$ cat src/design/tivg_pkg.sv
`timescale 1ns / 1ps
// ----------------------------------------------------------------------------
// tivg_pkg
// Shared constants, register codes and width helpers for the torus
// implicit value and gradient core.
// ----------------------------------------------------------------------------
package tivg_pkg;

  localparam int AXIS_W      = 16;
  localparam int AXIS_FRAC   = 14;
  localparam int RAD_W       = 16;
  localparam int VALUE_W     = 40;
  localparam int GRAD_W      = 20;
  localparam int LANES       = 3;
  localparam int CFG_IDX_W   = 3;
  localparam int OUT_TDATA_W = ((VALUE_W + 3 * GRAD_W + 7) / 8) * 8;

  typedef enum logic [CFG_IDX_W-1:0] {
    REG_CENTER = 3'd0,
    REG_AXIS   = 3'd1,
    REG_MAJOR  = 3'd2,
    REG_MINOR  = 3'd3,
    REG_FLIP   = 3'd4
  } cfg_reg_t;

  function automatic int max2(int a, int b);
    return (a > b) ? a : b;
  endfunction

  // point minus center
  function automatic int vec_w(int cw);
    return cw + 1;
  endfunction

  // sum of three vec * axis products
  function automatic int dot_w(int cw);
    return vec_w(cw) + AXIS_W + 2;
  endfunction

  function automatic int para_shift(int f);
    return 2 * AXIS_FRAC - f;
  endfunction

  function automatic int para_w(int cw, int f);
    return dot_w(cw) + AXIS_W - para_shift(f) + 1;
  endfunction

  function automatic int perp_w(int cw, int f);
    return max2(vec_w(cw) + f, para_w(cw, f)) + 1;
  endfunction

  // R * |perp|
  function automatic int mag_w(int cw, int f);
    return RAD_W + perp_w(cw, f);
  endfunction

  // |R * perp / norm| stays below 2^(RAD_W + f + 1)
  function automatic int quo_w(int f);
    return RAD_W + f + 2;
  endfunction

  function automatic int dif_w(int cw, int f);
    return max2(vec_w(cw) + f, quo_w(f) + 1) + 1;
  endfunction

  function automatic int psq_w(int cw, int f);
    return 2 * para_w(cw, f) + 2;
  endfunction

endpackage

$ cat src/design/tivg_sqrt.sv
`timescale 1ns / 1ps
// ----------------------------------------------------------------------------
// tivg_sqrt
// Pipelined integer square root, one root bit per stage, with a sideband
// that travels alongside.
// ----------------------------------------------------------------------------
module tivg_sqrt import tivg_pkg::*; #(
  parameter int IN_W   = 66,
  parameter int SIDE_W = 8,
  localparam int RW    = (IN_W + 1) / 2
) (
  input  logic              clk,
  input  logic              rst,
  input  logic              en,
  input  logic              in_valid,
  input  logic [IN_W-1:0]   radicand,
  input  logic [SIDE_W-1:0] side_in,
  output logic              out_valid,
  output logic [RW-1:0]     root,
  output logic [SIDE_W-1:0] side_out
);

  localparam int PADW = 2 * RW;

  logic              vld    [RW];
  logic [RW:0]       rem_q  [RW];
  logic [RW-1:0]     root_q [RW];
  logic [PADW-1:0]   rad_q  [RW];
  logic [SIDE_W-1:0] side_q [RW];

  logic              vld_i  [RW];
  logic [RW:0]       rem_i  [RW];
  logic [RW-1:0]     root_i [RW];
  logic [PADW-1:0]   rad_i  [RW];
  logic [SIDE_W-1:0] side_i [RW];
  logic [RW:0]       rem_n  [RW];
  logic [RW-1:0]     root_n [RW];

  // stage inputs: the ports feed the first stage
  always_comb begin
    vld_i[0]  = in_valid;
    rem_i[0]  = '0;
    root_i[0] = '0;
    rad_i[0]  = PADW'(radicand);
    side_i[0] = side_in;
    for (int s = 1; s < RW; s++) begin
      vld_i[s]  = vld[s-1];
      rem_i[s]  = rem_q[s-1];
      root_i[s] = root_q[s-1];
      rad_i[s]  = rad_q[s-1];
      side_i[s] = side_q[s-1];
    end
  end

  // bring down two radicand bits, try root*4+1
  always_comb begin : sqrt_step
    logic [RW+2:0] rs;
    logic [RW+2:0] trial;
    for (int s = 0; s < RW; s++) begin
      rs    = {rem_i[s], rad_i[s][PADW-1-2*s -: 2]};
      trial = {1'b0, root_i[s], 2'b01};
      if (rs >= trial) begin
        rem_n[s]  = (RW+1)'(rs - trial);
        root_n[s] = {root_i[s][RW-2:0], 1'b1};
      end else begin
        rem_n[s]  = rs[RW:0];
        root_n[s] = {root_i[s][RW-2:0], 1'b0};
      end
    end
  end

  always_ff @(posedge clk) begin
    if (rst) begin
      for (int s = 0; s < RW; s++) vld[s] <= 1'b0;
    end else if (en) begin
      for (int s = 0; s < RW; s++) vld[s] <= vld_i[s];
    end
  end

  always_ff @(posedge clk) begin
    if (en) begin
      for (int s = 0; s < RW; s++) begin
        rem_q[s]  <= rem_n[s];
        root_q[s] <= root_n[s];
        rad_q[s]  <= rad_i[s];
        side_q[s] <= side_i[s];
      end
    end
  end

  assign out_valid = vld[RW-1];
  assign root      = root_q[RW-1];
  assign side_out  = side_q[RW-1];

endmodule

$ cat config.mk
export PLATFORM = sky130hd
export DESIGN_NAME = tivg_sqrt
export DESIGN_NICKNAME = d
export VERILOG_FILES = /design/src/design/tivg_pkg.sv /design/src/design/tivg_sqrt.sv
export SDC_FILE = /design/constraint.sdc
export NUM_CORES = 2
export LEC_CHECK = 0
export ABC_AREA = 0
export BUFFER_PORTS_ARGS = -buffer_cell sky130_fd_sc_hd__clkbuf_2
export CAP_MARGIN = 5
export CELL_PAD_IN_SITES_DETAIL_PLACEMENT = 1
export CELL_PAD_IN_SITES_GLOBAL_PLACEMENT = 2
export CORE_MARGIN = 2
export CORE_UTILIZATION = 51
export CTS_BUF_LIST = sky130_fd_sc_hd__clkbuf_4 sky130_fd_sc_hd__clkbuf_8
export CTS_CLUSTER_SIZE = 28
export DETAILED_ROUTE_END_ITERATION = 7
export PLACE_DENSITY_LB_ADDON = 0.08
export SLEW_MARGIN = 0
export SYNTH_ARGS = -nofsm -noshare
export SYNTH_HDL_FRONTEND = slang
export SYNTH_MEMORY_MAX_BITS = 65536
export SYNTH_SLANG_ARGS = --single-unit
export TNS_END_PERCENT = 5
$ cat constraint.sdc
create_clock -name clk -period 8.9 [get_ports clk]
set_clock_uncertainty 0.15 [all_clocks]
set_input_delay 0 -clock clk [delete_from_list [all_inputs] [get_ports clk]]
set_output_delay 0 -clock clk [all_outputs]
set_load 0.01 [all_outputs]
==> impl_metrics.json <==
{
  "setup_violations": 0,
  "maxSlewHeadroom": 0.163,
  "ys_ff_latch": 2951,
  "drive_gt1_frac": 0.0993,
  "synth_edf_count": 2951,
  "avgSynthCellArea_um2": 13.4,
  "numCtsBuffers": 473,
  "dp_hpwl_um": 208000,
  "layout_commonest_cell": "edfxtp_1",
  "root_buffer": "clkbuf_8",
  "pwr-share-clk": 0.306,
  "critPathKind": "flop to flop",
  "fmax_ghz": 0.217,
  "start_kind": "flop",
  "clkTransAtPathRegs_ns": 0.07,
  "grt_pass1_vias": 84100,
  "r2r-start": "rem_q[0][294]",
  "crit_path_end_kind": "flop",
  "drtIter0Drc": 4780,
  "tns_ns": 0,
  "power_frac_seq": 0.489,
  "power.density_nw_per_um2": 255,
  "ant_nets": 0,
  "cts_tree": "built",
  "peakVddDrop_mv": 0.151,
  "syn_inst": 9943,
  "fin_crit_ns": 4.61,
  "die_x_um": 514,
  "outcome": "completed",
  "finalNetCount": 11300,
  "vias": 79800,
  "finalCritPeriodShare": 0.518,
  "cts.sinks": 2951,
  "syn_nets": 10600,
  "wl_um": 302000,
  "power_frac_comb": 0.205,
  "hold_start": "radicand[65]",
  "slew_viol_final": 0,
  "final_util": 0.576,
  "rr_worst_depth": 11,
  "ys.flop_type": "edfxtp_1",
  "clockBufferDepth": 4,
  "place.gp.congestion": 0.858,
  "switchingPower_mw": 11.2,
  "initial_utilization": 0.512,
  "rsz0062_at_grt": "false",
  "grt_max_degree": 195,
  "core_area_um2": 259000,
  "vias_per_cell": 5.53,
  "min_path_type": "input port to flop",
  "cap_violations": 0,
  "hold_viol_final": 0,
  "min_to": "root_q[0][0]",
  "die_h_um": 514,
  "num_rows": 187,
  "async_reset_ff_frac": 0,
  "yosysWarnings": 0,
  "grt_pass1_wl_um": 475000,
  "ys_seq_area_frac": 0.667,
  "antenna_found_initial": 4,
  "whs_path_depth": 4,
  "gr-usage-all-layers": 0.226,
  "worst_slew_pin_slew_ns": 1.25,
  "p_int_mw": 27.0,
  "dr.pass1.iters": 5,
  "leakage_nw": 57.0,
  "die-area_um2": 265000,
  "io_buffers": 119,
  "synth_cell_types": 87,
  "drc": 0,
  "cp_max_fo": 24,
  "wire_per_inst_um": 20.9,
  "clk_latency_ns": 1.09,
  "postCtsSetupBuffers": 0,
  "most-common-layout-cells": "edfxtp_1 (2951), inv_1 (755), nand2_1 (674), a21oi_1 (604), ha_1 (596)",
  "syn_area_um2": 133000,
  "critPathRequiredTime_ns": 9.55,
  "boundaryPins": 120,
  "overflow": 0,
  "htreeDepth": 5,
  "rrSetupSlack_ns": 4.29,
  "crit_arrival_ns": 5.26,
  "r2r_end": "rem_q[0][332]",
  "p_sw_frac": 0.293,
  "area_growth_pct": 12.5
}
[cell usage after synthesis, types with 104 or more instances]
cell,count,area share
a21oi_1,606,0.023
a21o_1,240,0.014
o21ai_0,546,0.021
or3_1,106,0.0050
xor2_1,435,0.029
nand3_1,165,0.0062
xnor2_1,430,0.028
nand4_1,109,0.0051
inv_1,755,0.021
clkbuf_1,181,0.0051
nand2_1,675,0.019
ha_1,596,0.056
nor2_1,557,0.016
nor4_1,134,0.0063
nand2b_1,104,0.0049
nor3_1,258,0.0097
edfxtp_1,2951,0.67
[worst max-delay path, stage by stage, from the launching register on]
cell,delay [ns]
edfxtp_1,0.47
or4_1,0.58
or3_1,0.36
or3_1,0.36
nor3_1,0.55
o311a_1,0.29
and3b_1,0.16
buf_4,0.27
clkinv_1,0.56
nand4b_1,0.33
a31oi_1,0.09
xor2_1,0.17
[cell families after synthesis]
| family | count (synthesis) | synth area share |
|---|---|---|
| xor+xnor | 865 | 0.0570 |
| buf+inv | 956 | 0.0271 |
| fa+ha+maj | 596 | 0.0561 |
| simple gates | 2514 | 0.0938 |
| mux | 86 | 0.00719 |
| other cells | 1 | 0.0000282 |
| flops | 2951 | 0.667 |
| compound gates | 1974 | 0.0917 |
[power by group through the flow]
stage          combinational [mW]  sequential [mW]  clock [mW]
4_1_cts                      7.84             18.7        12.0
3_5_place_dp                 7.69             18.9           0
3_3_place_gp                 7.47             18.9           0
6_report                     7.82             18.6        11.7
2_1_floorplan                5.60             18.3           0
5_1_grt                      8.73             18.8        12.6
[what timing repair did]
item / 4_1_cts / 5_1_grt
hold buffers: 229 / 0
gates resized for setup: 0 / 0
hold endpoints to repair: 1239 / 0
[sequential cells by signal (all words and copies together) (netlist names)]
register	cells
root_q	561
side_q	264
rem_q	1037
rad_q	1056
vld	33
[through the flow]
| step | cell area (um^2) | instances | total power [mW] | worst slack (ns) | hold slack, ns |
|---|---|---|---|---|---|
| 6_report | 149000 | 14400 | 38.1 | 4.29 | 0.167 |
| 4_1_cts | 149000 | 14400 | 38.5 | 4.34 | 0.00144 |
| 5_1_grt | 149000 | 14400 | 40.1 | 4.03 | 0.120 |
| 3_3_place_gp | 138000 | 13300 | 26.3 | 4.40 | 0.0264 |
| 2_1_floorplan | 133000 | 9943 | 23.9 | 5.04 | -0.0511 |
| 3_5_place_dp | 138000 | 13300 | 26.6 | 4.37 | 0.0288 |
[routing by layer]
| layer | share of wire | GRT usage |
|---|---|---|
| met1 | 0.43 | 0.289 |
| met2 | 0.51 | 0.400 |
| met3 | 0.030 | 0.0268 |
| met4 | 0.030 | 0.0749 |
| met5 | 0 | 0 |
[final cells by class]
type | count | area (um^2)
Fill cell | 25600 | 110000
Sequential cell | 2951 | 88600
Multi-Input combinational cell | 6036 | 40800
Clock buffer | 613 | 7590
Tap cell | 3402 | 4260
Timing Repair Buffer | 405 | 3510
Inverter | 758 | 2850
Clock inverter | 246 | 1820
Antenna cell | 2 | 5.00
[worst max-delay path by stage]
stage / startpoint / to / slack [ns] / cells after the start
final: rem_q[0][294] / rem_q[0][332] / 4.29 / 11
after CTS: rem_q[0][248] / rem_q[0][276] / 4.34 / 8
after floorplan: rem_q[0][248] / rem_q[0][276] / 5.04 / 8
after global routing: rem_q[0][850] / rem_q[0][914] / 4.03 / 11
after detailed placement: rem_q[0][248] / rem_q[0][276] / 4.37 / 8
after global placement: rem_q[0][248] / rem_q[0][276] / 4.40 / 8
No activity file was read; power rests on OpenSTA's default activity.
